$ cat src/rtl/core/chd_pkg.sv
// Shared constants, command codes and control/status types for the canonical Huffman decoder.
package chd_pkg;

  localparam int CMD_W    = 2;
  localparam int SYM_W    = 8;
  localparam int LEN_W    = 6;
  localparam int BYTE_W   = 8;

  localparam int DEF_MAX_CODE_LEN = 32;
  localparam int DEF_NUM_SYMBOLS  = 256;

  localparam logic [CMD_W-1:0] CMD_CLEAR = 2'd0;
  localparam logic [CMD_W-1:0] CMD_LOAD  = 2'd1;
  localparam logic [CMD_W-1:0] CMD_DATA  = 2'd2;

  typedef struct packed {
    logic clear;
    logic load;
    logic start;
    logic shift;
    logic check;
    logic take;
    logic flush;
  } chd_cmd_t;

  typedef struct packed {
    logic found;
    logic bit_last;
    logic held_valid;
    logic out_free;
  } chd_status_t;

endpackage

$ cat src/rtl/core/chd_if.sv
// Valid/ready channel interfaces for decoder input items and result items.
interface chd_in_if import chd_pkg::*; ();
  logic             valid;
  logic             ready;
  logic [CMD_W-1:0] command;
  logic [SYM_W-1:0] symbol;
  logic [LEN_W-1:0] code_length;
  logic [BYTE_W-1:0] data_byte;

  modport source (output valid, command, symbol, code_length, data_byte, input ready);
  modport sink   (input valid, command, symbol, code_length, data_byte, output ready);
endinterface

interface chd_out_if import chd_pkg::*; ();
  logic             valid;
  logic             ready;
  logic [SYM_W-1:0] decoded_symbol;
  logic             error;
  logic             last;

  modport source (output valid, decoded_symbol, error, last, input ready);
  modport sink   (input valid, decoded_symbol, error, last, output ready);
endinterface

$ cat src/rtl/core/chd_ram.sv
// Generic single-write, single-read RAM with registered read data.
module chd_ram #(
  parameter int WIDTH = 8,
  parameter int DEPTH = 256
) (
  input  logic                     clk,
  input  logic                     we,
  input  logic [$clog2(DEPTH)-1:0] waddr,
  input  logic [WIDTH-1:0]         wdata,
  input  logic                     re,
  input  logic [$clog2(DEPTH)-1:0] raddr,
  output logic [WIDTH-1:0]         rdata
);

  logic [WIDTH-1:0] mem [DEPTH];

  always_ff @(posedge clk) begin
    if (we) begin
      mem[waddr] <= wdata;
    end
    if (re) begin
      rdata <= mem[raddr];
    end
  end

endmodule

$ cat src/rtl/core/chd_ctrl.sv
// Controller state machine: sequences commands and the per-bit decode steps.
module chd_ctrl import chd_pkg::*; (
  input  logic             clk,
  input  logic             rst,
  input  logic             in_valid,
  input  logic [CMD_W-1:0] command,
  output logic             in_ready,
  input  chd_status_t      status,
  output chd_cmd_t         cmd
);

  localparam logic [2:0] S_IDLE  = 3'd0;
  localparam logic [2:0] S_SHIFT = 3'd1;
  localparam logic [2:0] S_CHECK = 3'd2;
  localparam logic [2:0] S_TAKE  = 3'd3;
  localparam logic [2:0] S_FLUSH = 3'd4;

  logic [2:0] state;
  logic [2:0] state_next;

  assign in_ready = (state == S_IDLE);

  always_comb begin
    state_next = state;
    cmd        = '0;
    case (state)
      S_IDLE: begin
        if (in_valid) begin
          case (command)
            CMD_CLEAR: cmd.clear = 1'b1;
            CMD_LOAD:  cmd.load  = 1'b1;
            CMD_DATA: begin
              cmd.start  = 1'b1;
              state_next = S_SHIFT;
            end
            default: ;
          endcase
        end
      end
      S_SHIFT: begin
        cmd.shift  = 1'b1;
        state_next = S_CHECK;
      end
      S_CHECK: begin
        cmd.check = 1'b1;
        if (status.found) begin
          state_next = S_TAKE;
        end else if (status.bit_last) begin
          state_next = S_FLUSH;
        end else begin
          state_next = S_SHIFT;
        end
      end
      S_TAKE: begin
        // hold while the previous result cannot move to the output register
        if (!status.held_valid || status.out_free) begin
          cmd.take   = 1'b1;
          state_next = status.bit_last ? S_FLUSH : S_SHIFT;
        end
      end
      S_FLUSH: begin
        if (!status.held_valid) begin
          state_next = S_IDLE;
        end else if (status.out_free) begin
          cmd.flush  = 1'b1;
          state_next = S_IDLE;
        end
      end
      default: state_next = S_IDLE;
    endcase
  end

  always_ff @(posedge clk) begin
    if (rst) begin
      state <= S_IDLE;
    end else begin
      state <= state_next;
    end
  end

endmodule

$ cat src/rtl/core/chd_dp.sv
// Datapath: code table, symbol store, pending bits, match logic and result registers.
module chd_dp import chd_pkg::*; #(
  parameter int MAX_CODE_LEN = DEF_MAX_CODE_LEN,
  parameter int NUM_SYMBOLS  = DEF_NUM_SYMBOLS
) (
  input  logic              clk,
  input  logic              rst,
  input  chd_cmd_t          cmd,
  output chd_status_t       status,
  input  logic [SYM_W-1:0]  symbol,
  input  logic [LEN_W-1:0]  code_length,
  input  logic [BYTE_W-1:0] data_byte,
  input  logic              out_ready,
  output logic              out_valid,
  output logic [SYM_W-1:0]  decoded_symbol,
  output logic              error,
  output logic              last
);

  localparam int CODE_W = MAX_CODE_LEN;
  localparam int LW     = $clog2(MAX_CODE_LEN + 1);
  localparam int AW     = $clog2(MAX_CODE_LEN);
  localparam int IW     = $clog2(NUM_SYMBOLS);
  localparam int CW     = $clog2(NUM_SYMBOLS + 1);
  localparam int ROW_W  = CW + CODE_W + IW;
  localparam int OW     = (CODE_W > CW) ? CODE_W : CW;
  localparam int BCW    = $clog2(BYTE_W + 1);

  // table builder state
  logic [CW-1:0]       entries;
  logic [CODE_W:0]     next_code;
  logic [LW-1:0]       cur_len;
  logic [CW-1:0]       cur_count;
  logic [CODE_W-1:0]   cur_first_code;
  logic [IW-1:0]       cur_first_index;
  logic [MAX_CODE_LEN-1:0] row_valid;

  // decode state
  logic [CODE_W-1:0]   pending;
  logic [LW-1:0]       plen;
  logic [BYTE_W-1:0]   byte_reg;
  logic [BCW-1:0]      bit_cnt;
  logic                row_vld_q;
  logic                res_err;
  logic                held_valid;
  logic [SYM_W-1:0]    held_sym;
  logic                held_err;

  // load path
  logic [LW-1:0]       ld_len;
  logic [LW-1:0]       shift_amt;
  logic [CODE_W-1:0]   cand;
  logic [CODE_W:0]     cur_limit;
  logic                load_ok;
  logic                same_row;
  logic [AW-1:0]       row_waddr;
  logic [ROW_W-1:0]    row_wdata;

  // match path
  logic [ROW_W-1:0]    row_q;
  logic [CW-1:0]       row_cnt;
  logic [CODE_W-1:0]   row_first;
  logic [IW-1:0]       row_index;
  logic [CODE_W-1:0]   off;
  logic                hit;
  logic                overrun;
  logic [IW-1:0]       sym_raddr;
  logic [SYM_W-1:0]    sym_q;

  assign ld_len    = code_length[LW-1:0];
  assign shift_amt = ld_len - cur_len;
  assign cand      = next_code[CODE_W-1:0] << shift_amt;
  assign cur_limit = {{CODE_W{1'b0}}, 1'b1} << cur_len;
  assign same_row  = (ld_len == cur_len);
  assign row_waddr = AW'(ld_len - 1'b1);

  assign load_ok = cmd.load
                && (code_length != '0)
                && (code_length <= LEN_W'(MAX_CODE_LEN))
                && (code_length >= LEN_W'(cur_len))
                && (entries < CW'(NUM_SYMBOLS))
                && (next_code < cur_limit);

  assign row_wdata = same_row ? {cur_count + 1'b1, cur_first_code, cur_first_index}
                              : {CW'(1), cand, entries[IW-1:0]};

  chd_ram #(.WIDTH(ROW_W), .DEPTH(MAX_CODE_LEN)) u_table (
    .clk   (clk),
    .we    (load_ok),
    .waddr (row_waddr),
    .wdata (row_wdata),
    .re    (cmd.shift),
    .raddr (plen[AW-1:0]),
    .rdata (row_q)
  );

  assign {row_cnt, row_first, row_index} = row_q;
  assign off       = pending - row_first;
  assign hit       = row_vld_q && (row_cnt != '0) && (pending >= row_first)
                  && (OW'(off) < OW'(row_cnt));
  assign overrun   = !hit && (plen == LW'(MAX_CODE_LEN));
  assign sym_raddr = row_index + off[IW-1:0];

  chd_ram #(.WIDTH(SYM_W), .DEPTH(NUM_SYMBOLS)) u_symbols (
    .clk   (clk),
    .we    (load_ok),
    .waddr (entries[IW-1:0]),
    .wdata (symbol),
    .re    (cmd.check && hit),
    .raddr (sym_raddr),
    .rdata (sym_q)
  );

  assign status.found      = hit || overrun;
  assign status.bit_last   = (bit_cnt == BCW'(BYTE_W));
  assign status.held_valid = held_valid;
  assign status.out_free   = !out_valid || out_ready;

  always_ff @(posedge clk) begin
    if (rst) begin
      entries    <= '0;
      next_code  <= '0;
      cur_len    <= '0;
      cur_count  <= '0;
      row_valid  <= '0;
      pending    <= '0;
      plen       <= '0;
      bit_cnt    <= '0;
      held_valid <= 1'b0;
      out_valid  <= 1'b0;
    end else begin
      // load the output register, or drop its item once taken
      if ((cmd.take && held_valid) || cmd.flush) begin
        out_valid <= 1'b1;
      end else if (out_ready) begin
        out_valid <= 1'b0;
      end
      if (cmd.clear) begin
        entries   <= '0;
        next_code <= '0;
        cur_len   <= '0;
        row_valid <= '0;
        pending   <= '0;
        plen      <= '0;
      end
      if (load_ok) begin
        entries              <= entries + 1'b1;
        next_code            <= {1'b0, cand} + 1'b1;
        cur_len              <= ld_len;
        cur_count            <= same_row ? cur_count + 1'b1 : CW'(1);
        row_valid[row_waddr] <= 1'b1;
      end
      if (cmd.start) begin
        bit_cnt <= '0;
      end
      if (cmd.shift) begin
        pending <= {pending[CODE_W-2:0], byte_reg[BYTE_W-1]};
        plen    <= plen + 1'b1;
        bit_cnt <= bit_cnt + 1'b1;
      end
      // drop the pending bits once they form a code or overrun the longest one
      if (cmd.check && (hit || overrun)) begin
        pending <= '0;
        plen    <= '0;
      end
      if (cmd.take) begin
        held_valid <= 1'b1;
      end
      if (cmd.flush) begin
        held_valid <= 1'b0;
      end
    end
  end

  // payload registers
  always_ff @(posedge clk) begin
    if (load_ok && !same_row) begin
      cur_first_code  <= cand;
      cur_first_index <= entries[IW-1:0];
    end
    if (cmd.start) begin
      byte_reg <= data_byte;
    end
    if (cmd.shift) begin
      byte_reg  <= byte_reg << 1;
      row_vld_q <= row_valid[plen[AW-1:0]];
    end
    if (cmd.check) begin
      res_err <= !hit;
    end
    if (cmd.take) begin
      if (held_valid) begin
        decoded_symbol <= held_sym;
        error          <= held_err;
        last           <= 1'b0;
      end
      held_sym <= res_err ? '0 : sym_q;
      held_err <= res_err;
    end
    if (cmd.flush) begin
      decoded_symbol <= held_sym;
      error          <= held_err;
      last           <= 1'b1;
    end
  end

endmodule

$ cat src/rtl/core/canonical_huffman_decoder_unit.sv
// Canonical Huffman decoder top level: controller, datapath and channel ports.
// Clear and load items finish in their accept cycle; a load appends one (symbol, length) entry in
// canonical order and writes its length's row of the code table. A data byte is decoded one
// bit at a time, MSB first: each bit is shifted in, then compared against the table row
// read from the code-table RAM for the new pending length. A bit that completes a code, or
// leaves MAX_CODE_LEN bits pending with no match (an error result), adds a take step that
// captures the result; take and final flush steps wait while the output is stalled.
// Each result is held back one step so that the final result of a byte carries last; the
// next item is accepted as soon as the byte's last result sits in the output register.
module canonical_huffman_decoder_unit import chd_pkg::*; #(
  parameter int MAX_CODE_LEN = DEF_MAX_CODE_LEN,
  parameter int NUM_SYMBOLS  = DEF_NUM_SYMBOLS
) (
  input logic       clk,
  input logic       rst,
  chd_in_if.sink    din,
  chd_out_if.source dout
);

  chd_cmd_t    cmd;
  chd_status_t status;

  chd_ctrl u_ctrl (
    .clk      (clk),
    .rst      (rst),
    .in_valid (din.valid),
    .command  (din.command),
    .in_ready (din.ready),
    .status   (status),
    .cmd      (cmd)
  );

  chd_dp #(
    .MAX_CODE_LEN (MAX_CODE_LEN),
    .NUM_SYMBOLS  (NUM_SYMBOLS)
  ) u_dp (
    .clk            (clk),
    .rst            (rst),
    .cmd            (cmd),
    .status         (status),
    .symbol         (din.symbol),
    .code_length    (din.code_length),
    .data_byte      (din.data_byte),
    .out_ready      (dout.ready),
    .out_valid      (dout.valid),
    .decoded_symbol (dout.decoded_symbol),
    .error          (dout.error),
    .last           (dout.last)
  );

endmodule
$ cat src/flat_wrapper.sv
// flat-port wrapper written by rule: the top's interface ports become plain ports
module canonical_huffman_decoder_unit_flat import chd_pkg::*;
#(
  parameter int MAX_CODE_LEN = DEF_MAX_CODE_LEN,
  parameter int NUM_SYMBOLS  = DEF_NUM_SYMBOLS
)
  (clk, rst, din_valid, din_command, din_symbol, din_code_length, din_data_byte, din_ready, dout_valid, dout_decoded_symbol, dout_error, dout_last, dout_ready);
  chd_in_if din_i ();
  chd_out_if dout_i ();
  input logic clk;
  input logic rst;
  input wire logic [$bits(din_i.valid)-1:0] din_valid;
  input wire logic [$bits(din_i.command)-1:0] din_command;
  input wire logic [$bits(din_i.symbol)-1:0] din_symbol;
  input wire logic [$bits(din_i.code_length)-1:0] din_code_length;
  input wire logic [$bits(din_i.data_byte)-1:0] din_data_byte;
  output wire logic [$bits(din_i.ready)-1:0] din_ready;
  output wire logic [$bits(dout_i.valid)-1:0] dout_valid;
  output wire logic [$bits(dout_i.decoded_symbol)-1:0] dout_decoded_symbol;
  output wire logic [$bits(dout_i.error)-1:0] dout_error;
  output wire logic [$bits(dout_i.last)-1:0] dout_last;
  input wire logic [$bits(dout_i.ready)-1:0] dout_ready;
  assign din_i.valid = din_valid;
  assign din_i.command = din_command;
  assign din_i.symbol = din_symbol;
  assign din_i.code_length = din_code_length;
  assign din_i.data_byte = din_data_byte;
  assign din_ready = din_i.ready;
  assign dout_valid = dout_i.valid;
  assign dout_decoded_symbol = dout_i.decoded_symbol;
  assign dout_error = dout_i.error;
  assign dout_last = dout_i.last;
  assign dout_i.ready = dout_ready;
  canonical_huffman_decoder_unit #(.MAX_CODE_LEN(MAX_CODE_LEN), .NUM_SYMBOLS(NUM_SYMBOLS)) u_core (.clk(clk), .rst(rst), .din(din_i), .dout(dout_i));
endmodule
$ cat config.mk
export PLATFORM = sky130hd
export DESIGN_NAME = canonical_huffman_decoder_unit_flat
export DESIGN_NICKNAME = d
export VERILOG_FILES = /design/src/rtl/core/chd_pkg.sv /design/src/rtl/core/chd_if.sv /design/src/rtl/core/chd_ram.sv /design/src/rtl/core/chd_ctrl.sv /design/src/rtl/core/chd_dp.sv /design/src/rtl/core/canonical_huffman_decoder_unit.sv /design/src/flat_wrapper.sv
export SDC_FILE = /design/constraint.sdc
export NUM_CORES = 2
export LEC_CHECK = 0
export ABC_AREA = 1
export BUFFER_PORTS_ARGS = -buffer_cell sky130_fd_sc_hd__buf_2
export CAP_MARGIN = 10
export CORE_ASPECT_RATIO = 1.5
export CORE_MARGIN = 5
export CORE_UTILIZATION = 45
export DETAILED_ROUTE_END_ITERATION = 8
export PLACE_DENSITY = 0.65
export RECOVER_POWER = 50
export SYNTH_ARGS = -nofsm -noshare
export SYNTH_HDL_FRONTEND = slang
export SYNTH_SLANG_ARGS = --single-unit
$ cat constraint.sdc
create_clock -name clk -period 8.9 [get_ports clk]
set_input_delay 0.445 -clock clk [delete_from_list [all_inputs] [get_ports clk]]
set_output_delay 0.445 -clock clk [all_outputs]
set_load 0.02 [all_outputs]
==> summary.md <==
The run finished, with violations left. The checks that failed: capacitance limit, slew limit. The reported max-cap violation count is 66. The congestion estimate from routability-driven global placement came to 0.9351. The floorplan has 268 rows. Combinational logic is responsible for 19.0% of the overall power.

For the worst setup path, the data arrival time is 7.39 ns. The clock root buffer master was clkbuf_16. At the pin with the least slew margin, the transition time is 6.075 ns.

The logs give 0.93 ns for the clock latency reported for the late side of the worst-skew pair and 6 for the total iterations of the first detailed-routing run. The global router's overall resource usage was 24.99%; the top-level I/O count was 40. The tools report the setup slack of the most critical reg-to-reg path as 1.74 ns. No sink is reached through more buffers than the 4 on the longest clock path. The die extent in x was 497.4 um; the final design instance area without fill was 176800 um2.

The clock network is responsible for 35.7% of the overall power. The tools report the number of buffers inserted during clock tree synthesis as 367. The tools report the sort of element at the start of the critical path as a primary input. The count of buffers added on input and output ports is 39. The final layout contains 13170 nets. Endpoint class of the critical path: a register. The area growth from synthesis to layout was 10.29%.

After detailed routing, the number of remaining DRC violations is 0. The number of standard cells in the final layout excluding fillers is 18080. The final setup TNS is 0 ns. Dividing total power by cell area gives a power density of 253.0 nW/um2.

Global routing finished with a remaining overflow of 0. Setup repair after global routing left no endpoint under its margin. The register with the most flip-flops in the layout has 2048 of them. The die covers 368600 um2.

Registers take 115100 um2. The share of layout cells above drive strength 1 was 6.168%. For the maximum frequency from static timing analysis, the log shows 0.1388 GHz.

The post-detailed-placement half-perimeter wirelength came out at 280.6 mm. The tools report the total of fill cells in the finished design as 30430. After technology mapping, the gate count stands at 13360.

The first-pass GRT wire length was 695.7 mm. Final max-slew violation count: 3543. The placed instance area is 165300 um2, and the worst-path maximum fanout is 98. The initial core utilization was 45.15%.

The final cycle utilization of the critical path was 80.96%. Broken down by cell family, the worst path's largest delay share belongs to buffers and inverters. The floorplan die height was 741.0 um. The clock-pin transition on the worst setup and hold timing paths was 0.06 ns; the routed wirelength normalized by instance count was 26.54 um. The logs give 12450 for the number of violations reported at the end of detailed-routing iteration 0 and 13.21 mW for the reported net switching power. In this run switching power makes up 29.53% of total power.

TritonCTS built the clock tree. Across the routed clock network, the largest skew measured is 0.07488 ns. The internal portion of the total power is 31.53 mW. The async set-reset flop share out of synthesis came out at 0%.

Number of nets with antenna violations after routing: 0. Counting flops with a built-in enable in the synthesized netlist gives 3740. The number of failing hold endpoints at the final stage is 0. In the post-synthesis netlist, the biggest area contributors are edfxtp_1 (70%), nor2_1 (6.9%), o21ai_0 (4.9%). Counting every net in the synthesized netlist gives 13480. The critical path goes through clkbuf_1 > clkbuf_1. The biggest cell delay along the critical path was 4.15 ns; the number of clock sinks was 3878.

The logs give 104500 for the via count of the first global-routing pass and 160300 um2 for the area of the mapped netlist. After detailed placement, the design holds a cell count of 17380. The largest registers in the layout are u_core.u_dp.u_symbols.mem (2048), u_core.u_dp.u_table.mem (1568), u_core.u_dp.u_table.rdata (49). The number of antenna violations at the first check in global routing is 17. The power share of the sequential group was 45.2%. The cell type with the highest aggregate area in the netlist was edfxtp_1. After detailed routing, the number of vias per cell comes to 6.001. The multi-input combinational cells in the finished layout cover a total of 40420 um2.

The clock tree synthesis step divided the H-tree into 5 levels. Dividing the synthesized area by the synthesized cell count gives 12.00 um2. For the maximum number of pins on one net before global-route repair, the log shows 241. The worst hold path belongs to the class primary input to register.

For this design the static power due to leakage is 58.10 nW. Most frequently used flop master after synthesis: edfxtp_1. Register ranked first by flip-flop count: u_core.u_dp.u_symbols.mem. The final layout contains routed wiring with a total length of 479.8 mm. The run gives 0.2606 mV as the worst supply voltage drop on vdd. The clock period could shrink to 7.206 ns. The core region is 355100 um2.

STA puts the critical path data required time at 9.08 ns. Final setup violation count: 0. The tightest hold path in the finished design has a slack of 0.1211 ns. For the buffer count from post-CTS setup fixing, the log shows 0.

The slowest stage of the critical path belongs to the cell clkbuf_1. The via total after detailed routing was 108500; the area share of the largest cell type after synthesis was 70.05%. The critical path contains buffers and inverters numbering 2 combined. The worst setup path is of the primary input to register kind. Yosys printed 0 warnings. Summing the sequential cell areas from Yosys gives 71.77% of the chip area. The most common cell type on the critical path was clkbuf_1. The register bit count reported by yosys was 3878. The synthesized netlist contains 64 unique library cells. Headroom to the max-slew limit came out at -305.0%.
## Yosys cell counts, drive strengths merged, types with 38 or more instances
cell / n
o21ai: 1572
o221ai: 259
ha: 95
dfxtp: 138
inv: 390
clkbuf: 772
a21oi: 249
nor2: 2959
nand2: 1544
o211ai: 103
a31oi: 38
nor3: 40
edfxtp: 3740
nand3: 481
buf: 133
o22ai: 154
o32ai: 513
## cells by family after synthesis
group	count (synthesis)	synth area share, %
fa+ha+maj	98	0.7789
buf+inv	1302	3.130
simple gates	5096	12.66
compound gates	2948	11.45
flops	3878	71.77
xor+xnor	20	0.1257
mux	13	0.08116
## final cells by class
type	count	area share [%]
repair buffers	221	0.9390
clock buffers	453	5.499
clock inverters	219	1.352
diodes	11	0.01557
flip-flops and latches	3878	65.08
well taps	4725	3.343
inverters	397	0.9100
multi-input cells	8175	22.86
## power groups by stage
| stage | sequential (mW) | clock, mW | combinational (mW) |
|---|---|---|---|
| final | 20.2 | 16.0 | 8.51 |
| after floorplan | 20.6 | 0 | 5.30 |
| after global routing | 20.2 | 16.9 | 9.13 |
| after CTS | 20.2 | 16.1 | 8.40 |
| after detailed placement | 20.6 | 0 | 8.37 |
| after global placement | 20.6 | 0 | 8.34 |
## per-layer routing
metal	up-vias	part of all wire (%)	track usage [%]	routed length, um
li1	48050	-	-	-
met1	53840	36	29.94	172500
met2	5329	50	43.58	239900
met3	1275	7.2	3.347	34370
met4	6	6.9	13.96	32970
met5	-	0.0088	0	42
## layout by cell type, fill, tap and decap left out, types with 18 or more instances in the layout
cell type      instances
nand2_1             1520
a21oi_1              244
clkbuf_16            373
o22ai_1              154
a31oi_1               38
dfxtp_1              134
clkbuf_1             138
o32ai_1              513
buf_2                 19
a32oi_1               26
nand2_2               22
o211ai_1             103
ha_1                  94
clkinv_2              68
inv_1                340
nand3_1              477
bufinv_16             47
o21ai_0             1549
o221ai_1             259
dlygate4sd3_1         18
edfxtp_1            3740
nor2_1              2937
nor3_1                35
buf_4                 87
buf_12                22
nand4_1               25
inv_4                 27
clkinv_1              68
## what timing repair did
item,4_1_cts,5_1_grt
hold buffers,18,0
hold endpoints to repair,36,0
gates resized for setup,0,0
## worst paths after layout
path / startpoint / endpoint / cells past startpoint
worst max register to register: u_core.u_dp.cur_len[3]$_SDFFE_PP0P_ / u_core.u_dp.u_table.mem[10][13]$_DFFE_PP_ / 9
worst min-delay path: din_command[0] / u_core.u_dp.byte_reg[0]$_SDFFE_PP0P_ / 6
worst min register to register: u_core.u_dp.held_sym[1]$_SDFFCE_PP0P_ / u_core.u_dp.decoded_symbol[1]$_DFFE_PP_ / 0
worst max-delay path: din_symbol[3] / u_core.u_dp.u_symbols.mem[103][3]$_DFFE_PP_ / 2
## stage by stage
| stage | setup WS [ns] | power [mW] | utilization [%] |
|---|---|---|---|
| after global routing | 1.538 | 46.24 | 49.79 |
| after global placement | 3.455 | 28.93 | 46.54 |
| after detailed placement | 3.446 | 28.95 | 46.54 |
| after floorplan | 0.9878 | 25.86 | - |
| final | 1.694 | 44.74 | 49.80 |
| after CTS | 3.411 | 44.70 | 50.01 |
Power figures use the tool's default switching activity.
